===== src/fcc_pkg.sv =====
package fcc_pkg;

   localparam int SAMPLE_BITS = 10;
   localparam int CODE_W      = 5;
   localparam int NUM_CH      = 3;
   localparam int CSR_IDX_W   = 3;
   localparam int CSR_DATA_W  = 10;

   localparam logic [CSR_IDX_W-1:0] CSR_CH0_HIGH = 3'd0;
   localparam logic [CSR_IDX_W-1:0] CSR_CH0_LOW  = 3'd1;
   localparam logic [CSR_IDX_W-1:0] CSR_CH1_HIGH = 3'd2;
   localparam logic [CSR_IDX_W-1:0] CSR_CH1_LOW  = 3'd3;
   localparam logic [CSR_IDX_W-1:0] CSR_CH2_HIGH = 3'd4;
   localparam logic [CSR_IDX_W-1:0] CSR_CH2_LOW  = 3'd5;

   typedef logic [SAMPLE_BITS-1:0] sample_type;
   typedef logic [CODE_W-1:0]      code_type;
   typedef logic [CSR_IDX_W-1:0]   csr_idx_type;
   typedef logic [CSR_DATA_W-1:0]  csr_data_type;

   typedef struct packed {
      sample_type sample_ch0;
      sample_type sample_ch1;
      sample_type sample_ch2;
   } req_type;

   typedef struct packed {
      sample_type avg_ch0;
      sample_type avg_ch1;
      sample_type avg_ch2;
      code_type   chord_code;
      logic       key_valid;
      code_type   key_code;
   } rsp_type;

endpackage


===== src/flex_chord_key_capture_top.sv =====
// channel | direction | beat
// req_*   | in        | three flex samples (req_type)
// rsp_*   | out       | three averages, chord code, key (rsp_type)
// csr_*   | in        | threshold register write: index + 10-bit data
//
// One req beat per cycle sustained while the queue has room; the per-beat running-total update in the
// front is the only recurrence on the input side.
// rsp_valid rises once a taken req beat has passed the queue, avg_a_ff (divide) and rsp_data_ff (classify).
// A two-entry queue sits between front and back; req_ready drops only when it is full.
// Synchronous reset clears history, totals and capture state and reloads the
// default thresholds.
// csr_ready is always high.
module flex_chord_key_capture_top
   import fcc_pkg::*;
#(
   parameter int AVG_DEPTH = 10,
   parameter int CAPTURE_TICKS = 18
) (
   input  logic         clock,
   input  logic         reset,
   input  logic         req_valid,
   output logic         req_ready,
   input  req_type      req_data,
   output logic         rsp_valid,
   input  logic         rsp_ready,
   output rsp_type      rsp_data,
   input  logic         csr_valid,
   output logic         csr_ready,
   input  csr_idx_type  csr_index,
   input  csr_data_type csr_data
);

   localparam int TOT_W = SAMPLE_BITS + $clog2(AVG_DEPTH);
   localparam int Q_W   = NUM_CH * TOT_W;

   logic           push_valid, push_ready;
   logic [Q_W-1:0] push_data;
   logic           pop_valid, pop_ready;
   logic [Q_W-1:0] pop_data;

   assign req_ready = push_ready;
   assign csr_ready = 1'b1;

   fcc_front #(
      .AVG_DEPTH (AVG_DEPTH)
   ) u_front (
      .clock      (clock),
      .reset      (reset),
      .req_valid  (req_valid),
      .req_data   (req_data),
      .push_valid (push_valid),
      .push_ready (push_ready),
      .push_data  (push_data)
   );

   fcc_queue #(
      .WIDTH (Q_W)
   ) u_queue (
      .clock      (clock),
      .reset      (reset),
      .push_valid (push_valid),
      .push_ready (push_ready),
      .push_data  (push_data),
      .pop_valid  (pop_valid),
      .pop_ready  (pop_ready),
      .pop_data   (pop_data)
   );

   fcc_back #(
      .AVG_DEPTH     (AVG_DEPTH),
      .CAPTURE_TICKS (CAPTURE_TICKS)
   ) u_back (
      .clock     (clock),
      .reset     (reset),
      .pop_valid (pop_valid),
      .pop_ready (pop_ready),
      .pop_data  (pop_data),
      .csr_valid (csr_valid),
      .csr_ready (csr_ready),
      .csr_index (csr_index),
      .csr_data  (csr_data),
      .rsp_valid (rsp_valid),
      .rsp_ready (rsp_ready),
      .rsp_data  (rsp_data)
   );

endmodule


===== src/fcc_queue.sv =====
module fcc_queue
   import fcc_pkg::*;
#(
   parameter int WIDTH = 48
) (
   input  logic             clock,
   input  logic             reset,
   input  logic             push_valid,
   output logic             push_ready,
   input  logic [WIDTH-1:0] push_data,
   output logic             pop_valid,
   input  logic             pop_ready,
   output logic [WIDTH-1:0] pop_data
);

   localparam int DEPTH = 2;

   logic [WIDTH-1:0] mem_ff [DEPTH];
   logic             wr_ptr_ff, wr_ptr_in;
   logic             rd_ptr_ff, rd_ptr_in;
   logic [1:0]       count_ff, count_in;
   logic             push, pop;

   assign push_ready = (count_ff != 2'(DEPTH));
   assign pop_valid  = (count_ff != 2'd0);
   assign pop_data   = mem_ff[rd_ptr_ff];
   assign push       = push_valid && push_ready;
   assign pop        = pop_valid && pop_ready;

   always_comb begin
      wr_ptr_in = push ? ~wr_ptr_ff : wr_ptr_ff;
      rd_ptr_in = pop ? ~rd_ptr_ff : rd_ptr_ff;
      count_in  = count_ff + 2'(push) - 2'(pop);
   end

   always_ff @(posedge clock) begin
      if (reset) begin
         wr_ptr_ff <= 1'b0;
         rd_ptr_ff <= 1'b0;
         count_ff  <= 2'd0;
      end else begin
         wr_ptr_ff <= wr_ptr_in;
         rd_ptr_ff <= rd_ptr_in;
         count_ff  <= count_in;
      end
   end

   always_ff @(posedge clock) begin
      if (push) begin
         mem_ff[wr_ptr_ff] <= push_data;
      end
   end

endmodule


===== src/fcc_front.sv =====
module fcc_front
   import fcc_pkg::*;
#(
   parameter int AVG_DEPTH = 10,
   localparam int TOT_W = SAMPLE_BITS + $clog2(AVG_DEPTH)
) (
   input  logic                    clock,
   input  logic                    reset,
   input  logic                    req_valid,
   input  req_type                 req_data,
   output logic                    push_valid,
   input  logic                    push_ready,
   output logic [NUM_CH*TOT_W-1:0] push_data
);

   sample_type             hist_ff [NUM_CH][AVG_DEPTH];
   logic [TOT_W-1:0]       tot_ff [NUM_CH];
   logic [TOT_W-1:0]       tot_in [NUM_CH];
   sample_type             smp [NUM_CH];
   logic                   accept;

   assign accept     = req_valid && push_ready;
   assign push_valid = req_valid;

   always_comb begin
      smp[0] = req_data.sample_ch0;
      smp[1] = req_data.sample_ch1;
      smp[2] = req_data.sample_ch2;
      for (int c = 0; c < NUM_CH; c++) begin
         // oldest sample drops out of the window as the new one enters
         tot_in[c] = tot_ff[c] - TOT_W'(hist_ff[c][AVG_DEPTH-1]) + TOT_W'(smp[c]);
         push_data[c*TOT_W +: TOT_W] = tot_in[c];
      end
   end

   always_ff @(posedge clock) begin
      if (reset) begin
         for (int c = 0; c < NUM_CH; c++) begin
            tot_ff[c] <= '0;
            for (int i = 0; i < AVG_DEPTH; i++) begin
               hist_ff[c][i] <= '0;
            end
         end
      end else if (accept) begin
         for (int c = 0; c < NUM_CH; c++) begin
            tot_ff[c]     <= tot_in[c];
            hist_ff[c][0] <= smp[c];
            for (int i = 1; i < AVG_DEPTH; i++) begin
               hist_ff[c][i] <= hist_ff[c][i-1];
            end
         end
      end
   end

endmodule


===== src/fcc_back.sv =====
module fcc_back
   import fcc_pkg::*;
#(
   parameter int AVG_DEPTH = 10,
   parameter int CAPTURE_TICKS = 18,
   localparam int TOT_W = SAMPLE_BITS + $clog2(AVG_DEPTH)
) (
   input  logic                    clock,
   input  logic                    reset,
   input  logic                    pop_valid,
   output logic                    pop_ready,
   input  logic [NUM_CH*TOT_W-1:0] pop_data,
   input  logic                    csr_valid,
   input  logic                    csr_ready,
   input  csr_idx_type             csr_index,
   input  csr_data_type            csr_data,
   output logic                    rsp_valid,
   input  logic                    rsp_ready,
   output rsp_type                 rsp_data
);

   // total / AVG_DEPTH as multiply by rounded-up reciprocal; exact over the total's range
   localparam int     DIV_SH  = TOT_W + $clog2(AVG_DEPTH);
   localparam int     PROD_W  = TOT_W + DIV_SH;
   localparam longint DIV_M   = ((longint'(1) << DIV_SH) + AVG_DEPTH - 1) / AVG_DEPTH;
   localparam int     WIN_W   = $clog2(CAPTURE_TICKS + 1);
   localparam logic [WIN_W-1:0] WIN_LAST = WIN_W'(CAPTURE_TICKS);

   localparam logic [1:0] LEVEL_STRAIGHT = 2'd0;
   localparam logic [1:0] LEVEL_HALF     = 2'd1;
   localparam logic [1:0] LEVEL_FULL     = 2'd2;

   sample_type        high_ff [NUM_CH];
   sample_type        low_ff [NUM_CH];

   logic [PROD_W-1:0] prod [NUM_CH];
   sample_type        avg_a_ff [NUM_CH];
   sample_type        avg_a_in [NUM_CH];
   logic              a_valid_ff, a_valid_in;
   logic              a_adv, a_load;

   logic              rsp_valid_ff, rsp_valid_in;
   rsp_type           rsp_data_ff, rsp_data_in;
   logic              out_ready, fire;

   logic [1:0]        lvl [NUM_CH];
   code_type          code;

   logic              zero_seen_ff, zero_seen_in;
   logic              capturing_ff, capturing_in;
   logic [WIN_W-1:0]  win_ff, win_in;
   code_type          peak_ff, peak_in;
   logic              emit;
   code_type          key;

   assign out_ready = !rsp_valid_ff || rsp_ready;
   assign a_adv     = !a_valid_ff || out_ready;
   assign pop_ready = a_adv;
   assign a_load    = a_adv && pop_valid;
   assign fire      = a_valid_ff && out_ready;
   assign rsp_valid = rsp_valid_ff;
   assign rsp_data  = rsp_data_ff;

   always_comb begin
      for (int c = 0; c < NUM_CH; c++) begin
         prod[c]     = PROD_W'(pop_data[c*TOT_W +: TOT_W]) * PROD_W'(DIV_M);
         avg_a_in[c] = prod[c][DIV_SH +: SAMPLE_BITS];
      end
      a_valid_in = a_adv ? pop_valid : a_valid_ff;
   end

   // later tests override earlier ones, so avg equal to high lands on the middle level
   always_comb begin
      for (int c = 0; c < NUM_CH; c++) begin
         lvl[c] = LEVEL_STRAIGHT;
         if (avg_a_ff[c] <= high_ff[c] && avg_a_ff[c] >= low_ff[c]) begin
            lvl[c] = LEVEL_HALF;
         end
         if (avg_a_ff[c] <= low_ff[c]) begin
            lvl[c] = LEVEL_FULL;
         end
      end
      code = CODE_W'(lvl[0]) + CODE_W'(lvl[1]) * CODE_W'(3) + CODE_W'(lvl[2]) * CODE_W'(9);
   end

   always_comb begin
      zero_seen_in = zero_seen_ff;
      capturing_in = capturing_ff;
      win_in       = win_ff;
      peak_in      = peak_ff;
      emit         = 1'b0;
      key          = '0;
      if (code == '0 && !zero_seen_ff) begin
         zero_seen_in = 1'b1;
         win_in       = '0;
      end
      if (code != '0 && zero_seen_in) begin
         capturing_in = 1'b1;
      end
      if (capturing_in && win_in <= WIN_LAST) begin
         if (code != '0 && code > peak_in) begin
            peak_in = code;
         end
         if (win_in >= WIN_LAST) begin
            emit         = 1'b1;
            key          = peak_in;
            peak_in      = '0;
            capturing_in = 1'b0;
            zero_seen_in = 1'b0;
         end else begin
            win_in = win_in + 1'b1;
         end
      end
      rsp_data_in.avg_ch0    = avg_a_ff[0];
      rsp_data_in.avg_ch1    = avg_a_ff[1];
      rsp_data_in.avg_ch2    = avg_a_ff[2];
      rsp_data_in.chord_code = code;
      rsp_data_in.key_valid  = emit;
      rsp_data_in.key_code   = key;
      rsp_valid_in = fire ? 1'b1 : (rsp_ready ? 1'b0 : rsp_valid_ff);
   end

   always_ff @(posedge clock) begin
      if (reset) begin
         a_valid_ff   <= 1'b0;
         rsp_valid_ff <= 1'b0;
         zero_seen_ff <= 1'b1;
         capturing_ff <= 1'b0;
         win_ff       <= '0;
         peak_ff      <= '0;
      end else begin
         a_valid_ff   <= a_valid_in;
         rsp_valid_ff <= rsp_valid_in;
         if (fire) begin
            zero_seen_ff <= zero_seen_in;
            capturing_ff <= capturing_in;
            win_ff       <= win_in;
            peak_ff      <= peak_in;
         end
      end
   end

   always_ff @(posedge clock) begin
      if (a_load) begin
         avg_a_ff <= avg_a_in;
      end
      if (fire) begin
         rsp_data_ff <= rsp_data_in;
      end
   end

   always_ff @(posedge clock) begin
      if (reset) begin
         high_ff[0] <= 10'd650;
         low_ff[0]  <= 10'd400;
         high_ff[1] <= 10'd850;
         low_ff[1]  <= 10'd600;
         high_ff[2] <= 10'd750;
         low_ff[2]  <= 10'd500;
      end else if (csr_valid && csr_ready) begin
         case (csr_index)
            CSR_CH0_HIGH: high_ff[0] <= csr_data;
            CSR_CH0_LOW:  low_ff[0]  <= csr_data;
            CSR_CH1_HIGH: high_ff[1] <= csr_data;
            CSR_CH1_LOW:  low_ff[1]  <= csr_data;
            CSR_CH2_HIGH: high_ff[2] <= csr_data;
            CSR_CH2_LOW:  low_ff[2]  <= csr_data;
            default: begin
            end
         endcase
      end
   end

endmodule

===== config.mk =====
export PLATFORM = sky130hd
export DESIGN_NAME = flex_chord_key_capture_top
export DESIGN_NICKNAME = d
export VERILOG_FILES = /design/src/fcc_pkg.sv /design/src/flex_chord_key_capture_top.sv /design/src/fcc_queue.sv /design/src/fcc_front.sv /design/src/fcc_back.sv
export SDC_FILE = /design/constraint.sdc
export NUM_CORES = 1
export LEC_CHECK = 0
export BUFFER_PORTS_ARGS = -buffer_cell sky130_fd_sc_hd__buf_2
export CAP_MARGIN = 10
export CORE_ASPECT_RATIO = 1.1
export CORE_MARGIN = 5
export CORE_UTILIZATION = 38
export DETAILED_ROUTE_END_ITERATION = 6
export PLACE_DENSITY = 0.56
export SYNTH_ARGS = -nofsm -noshare
export SYNTH_HDL_FRONTEND = slang
export SYNTH_SLANG_ARGS = --single-unit

===== constraint.sdc =====
create_clock -name clock -period 11.1 [get_ports clock]
set_clock_uncertainty 0.15 [all_clocks]
set_input_delay 1.665 -clock clock [delete_from_list [all_inputs] [get_ports clock]]
set_output_delay 1.665 -clock clock [all_outputs]
set_load 0.01 [all_outputs]

# Word-level counts from Yosys, hierarchy flattened
# Memory sizes are Yosys's and may differ from the RTL's. A register that Yosys moved wholly into a read port is not among the register bits.
# Cells that the tools add are included.
# op_classes
add_sub_neg,11
multipliers,5
n_lt_le_gt_ge,12
n_eq_ne,6
mux,91
n_bitwise,41
n_reduce_logical,22
# op_table
operator,n
2-to-1 mux 10 bit,36
multiplier 14 x 15 -> 28 bit (second input constant),3
less-or-equal comparator 10 bit,6
2-to-1 mux 1 bit,44
adder 14 x 10 -> 14 bit,3
2-to-1 mux 14 bit,3
subtractor 14 x 10 -> 14 bit,3
OR 1 bit,39
greater-or-equal comparator 10 bit,3
2-to-1 mux 5 bit,5
logical AND 1 bit,10
== test 3 x 2 -> 1 bit (second input constant),2
== test 3 bit (second input constant),2
2-to-1 mux 2 bit,3
adder 2 x 4 -> 5 bit,1
adder 5 x 1 -> 5 bit (second input constant),1
adder 5 bit,1
greater-or-equal comparator 5 bit (second input constant),1
> comparator 5 bit,1
less-or-equal comparator 5 bit (second input constant),1
zero test 5 bit,1
multiplier 2 x 4 -> 5 bit (second input constant),1
nonzero test 5 bit,1
multiplier 2 x 2 -> 4 bit (second input constant),1
other kinds (10),16
# totals
ff_bits,89
ram_bits,486
out_inout_bits,44
word_cells,211
n_memories,5
# memory_table
name,words,word_bits,read_ports,rd_clocked_by_memory_dff,write_ports,line,source
u_front.hist_ff,3,100,3,0,3,fcc_front.sv:16,sample_type hist_ff [NUM_CH][AVG_DEPTH];
u_queue.mem_ff,2,42,1,1,1,fcc_queue.sv:18,logic [WIDTH-1:0] mem_ff [DEPTH];
u_front.tot_ff,3,14,3,0,3,fcc_front.sv:17,logic [TOT_W-1:0] tot_ff [NUM_CH];
u_back.high_ff,3,10,3,0,3,fcc_back.sv:33,sample_type high_ff [NUM_CH];
u_back.low_ff,3,10,3,0,3,fcc_back.sv:34,sample_type low_ff [NUM_CH];

# Logic depth before layout (Yosys ltp)
# An unclocked memory read counts as a cell.
# depth
depth_word,15
ltp_mapped,28
depth_no_buf,28

# Modules after synthesis
# From an unflattened synthesis, not the netlist that was laid out.
# unflattened
hier_cells,2751
hier_area_um2,35327.6
# modules_own_cells
mod,n_inst,cells_per_inst,area_each_um2,seq_area_each_um2
fcc_back,1,1466,16443.3,4214.0
fcc_front,1,1128,15398.5,10269.8
fcc_queue,1,155,3474.6,2622.5
flex_chord_key_capture_top,1,2,11.3,0.0

# Worst setup path after synthesis
# No wires, ideal clock.
# synth_path
path_kind,input to register
start,in reset
end,"mem u_front.hist_ff[0][0] (netlist name), enable pin"
arrival_ns,7.803
t_required_ns,8.399
setup_slack_ns,0.596
cell_stages,4
path_buffers,2
cell_sequence,clkbuf_1 inv_1 clkbuf_1 nand2_1
# synth_lines
element,line,source
start: declaration,flex_chord_key_capture_top.sv:20,"input logic reset,"
end: declaration,fcc_front.sv:16,

==> impl_metrics.json <==
{
  "dieArea_um2": 98200,
  "setup_viol": 0,
  "cts_repair_resize_count": 0,
  "post-route-period-util": 0.674,
  "clock_latency_ns": 0.61,
  "hold_viol": 0,
  "tightestPinTransition_ns": 1.25,
  "wl_per_cell_um": 16.0,
  "cp_num_buf_inv": 6,
  "yosysUniqueCellTypes": 72,
  "synth-seq-cells": 576,
  "io_buffers": 90,
  "status": "finished clean",
  "postRouteAntennaNets": 0,
  "layout_common_cells": "557 x edfxtp_1, 512 x inv_1, 406 x ha_1",
  "synth_top_area_share": 0.478,
  "nNetsFinal": 3530,
  "critPathSlowestCell": "dfxtp_2",
  "worstSetupStartpointType": "flip-flop",
  "clkSinkCount": 576,
  "grt_max_degree": 311,
  "synth.avg_cell_area_um2": 12.8,
  "drc_errors": 0,
  "place_hpwl_mm": 48.2,
  "die_x_um": 299,
  "crit_chain": "buf_4, mux2i_1, inv_1, fa_1, inv_1, fa_1, inv_1, fa_1, inv_1, fa_1, fa_1, inv_1, fa_1, ha_1, nand2_1, or3b_2, a311oi_1, o21ai_0, nand2b_1, a21o_1, a21oi_1, xnor2_1",
  "tns_ns": 0,
  "synth_top_area_cell": "edfxtp_1",
  "clk_pin_slew_ns": 0.06,
  "antenna_found_initial": 0,
  "netlist_top_cells_area": "edfxtp_1 48%, ha_1 15%, fa_1 12%, and2_1 5.9%, inv_1 5.5%",
  "clockBufferDepth": 3,
  "grt_use_total": 0.136,
  "cts_max_level": 3,
  "viasPerCell": 4.71,
  "rsz0062_at_grt": "no",
  "wl_met3_mm": 2.41,
  "min_period_ns": 7.48,
  "syn-num-nets": 3410,
  "synth_edf_count": 557,
  "first_pass_iters": 4,
  "drive_gt1_frac": 0.0852,
  "cp-end-kind": "flip-flop",
  "slew_headroom": 0.146,
  "cp.arrival_ns": 7.68,
  "placementRows": 116,
  "cap_violations": 0,
  "highest_layer": "met4",
  "mostFrequentLayoutCell": "edfxtp_1",
  "gp_congestion": 0.859,
  "hold_buffers": 0,
  "critical-path-max-stage-delay_ns": 0.70,
  "start_util": 0.384,
  "grt_first_pass_wirelength_mm": 108,
  "grt_pass1_vias": 20600,
  "worstPathRequired_ns": 11.30,
  "area_growth_pct": 11.5,
  "met1_length_mm": 31.2,
  "synth_seq_area_share": 0.489,
  "core_um2": 91100,
  "io_pins": 92,
  "slew_violations": 0,
  "num_vias": 19300,
  "wirelength_mm": 65.6,
  "dr.first_iter.drc_count": 1094,
  "synthFlopType": "edfxtp_1",
  "yosys_warnings": 0,
  "numCtsBuffers": 66,
  "worstPathMaxFanout": 26,
  "async_flop_share": 0,
  "path_class": "flip-flop to flip-flop",
  "syn_area_um2": 35000,
  "die_h_um": 328,
  "fmax_mhz": 134,
  "routed-wl-met2_mm": 30.4,
  "min_path_type": "flip-flop to flip-flop",
  "path_common_cell": "fa_1",
  "overflow": 0,
  "post-cts-setup-buffer-count": 0,
  "netlist_instances": 2742,
  "crit_family": "adder cells",
  "cts_root_buffer": "clkbuf_16",
  "cts_tree": "built"
}
-- metrics by stage --
stage               std cells  hold WS (ns)  cell area, um2  worst slack (ns)   util
finish                   4093         0.331           39000              3.62  0.428
global route             4092         0.347           39000              3.21  0.428
CTS                      4092         0.335           39000              3.57  0.428
detailed placement       3974         0.322           36900              3.59  0.405
global placement         3974         0.299           36900              3.79  0.405
floorplan                2742         0.276           35000             0.596      -
-- cells by family after synthesis --
kind of cell / Yosys count / share of synthesized area
adders and majority gates: 620 / 0.268
xor gates and xnor gates: 85 / 0.0213
DFF: 576 / 0.489
other: 1 / 0.000107
AOI/OAI and AO/OA: 252 / 0.0504
buffers and inverters: 563 / 0.0605
and+or+nand+nor: 601 / 0.0978
muxes: 44 / 0.0133
-- flip-flops by register name (all words and copies together) (netlist names), named ones only --
register	count
u_back.a_valid_ff	1
u_back.avg_a_ff	30
u_back.capturing_ff	1
u_back.high_ff	30
u_back.low_ff	30
u_back.peak_ff	5
u_back.rsp_data	41
u_back.rsp_valid	1
u_back.win_ff	5
u_back.zero_seen_ff	1
u_front.hist_ff	300
u_front.tot_ff	42
u_queue.count_ff	2
u_queue.mem_ff	84
u_queue.rd_ptr_ff	1
u_queue.wr_ptr_ff	1
-- Yosys cell counts, types with 3 or more instances --
library cell / count
a31oi_1: 8
xor2_1: 25
a2111oi_0: 6
nor3_1: 26
o21ai_0: 44
o31ai_1: 4
o21bai_1: 8
or2_2: 7
xnor2_1: 60
nand4_1: 20
a21o_1: 48
nor2_1: 88
a211o_1: 3
and2_1: 331
fa_1: 214
inv_1: 512
mux2i_1: 23
a211oi_1: 9
o22ai_1: 6
o21a_1: 15
nand3b_1: 6
mux2_2: 20
nor2b_1: 14
o41ai_1: 3
nand2b_1: 27
edfxtp_1: 557
a21oi_1: 58
dfxtp_1: 19
or3_1: 4
a41o_1: 3
ha_1: 406
and3_1: 4
nand2_1: 43
clkbuf_1: 50
nand3_1: 21
o211ai_1: 4
-- metal layers --
metal,track usage,vias to the layer above
li1,-,9477
met1,0.188,9457
met2,0.219,247
met3,0.0257,112
met4,0.0403,0
met5,0,-
-- final cells by class --
cell class	count	area [um2]
antenna	1	2.50
inverter	512	1920
timing repair buffer	103	573
multi-input combinational	1603	15800
fill	8420	52100
clock inverter	37	392
clock buffer	81	1710
sequential	576	17100
tap	1180	1480
-- path summary, 6_finish.rpt --
check        slack, ns                    startpoint  cells past startpoint                             to
max reg2reg       3.62                     flip-flop                     22  u_back.avg_a_ff[28]$_DFFE_PP_
min               0.33  u_back.avg_a_ff[0]$_DFFE_PP_                      0  u_back.rsp_data[11]$_DFFE_PP_
max               3.62                     flip-flop                     22  u_back.avg_a_ff[28]$_DFFE_PP_
min reg2reg       0.33  u_back.avg_a_ff[0]$_DFFE_PP_                      0  u_back.rsp_data[11]$_DFFE_PP_
Power is left out: the tool's default activity adds up to more than one toggle a clock period on the data nets, which glitch-free logic cannot reach.
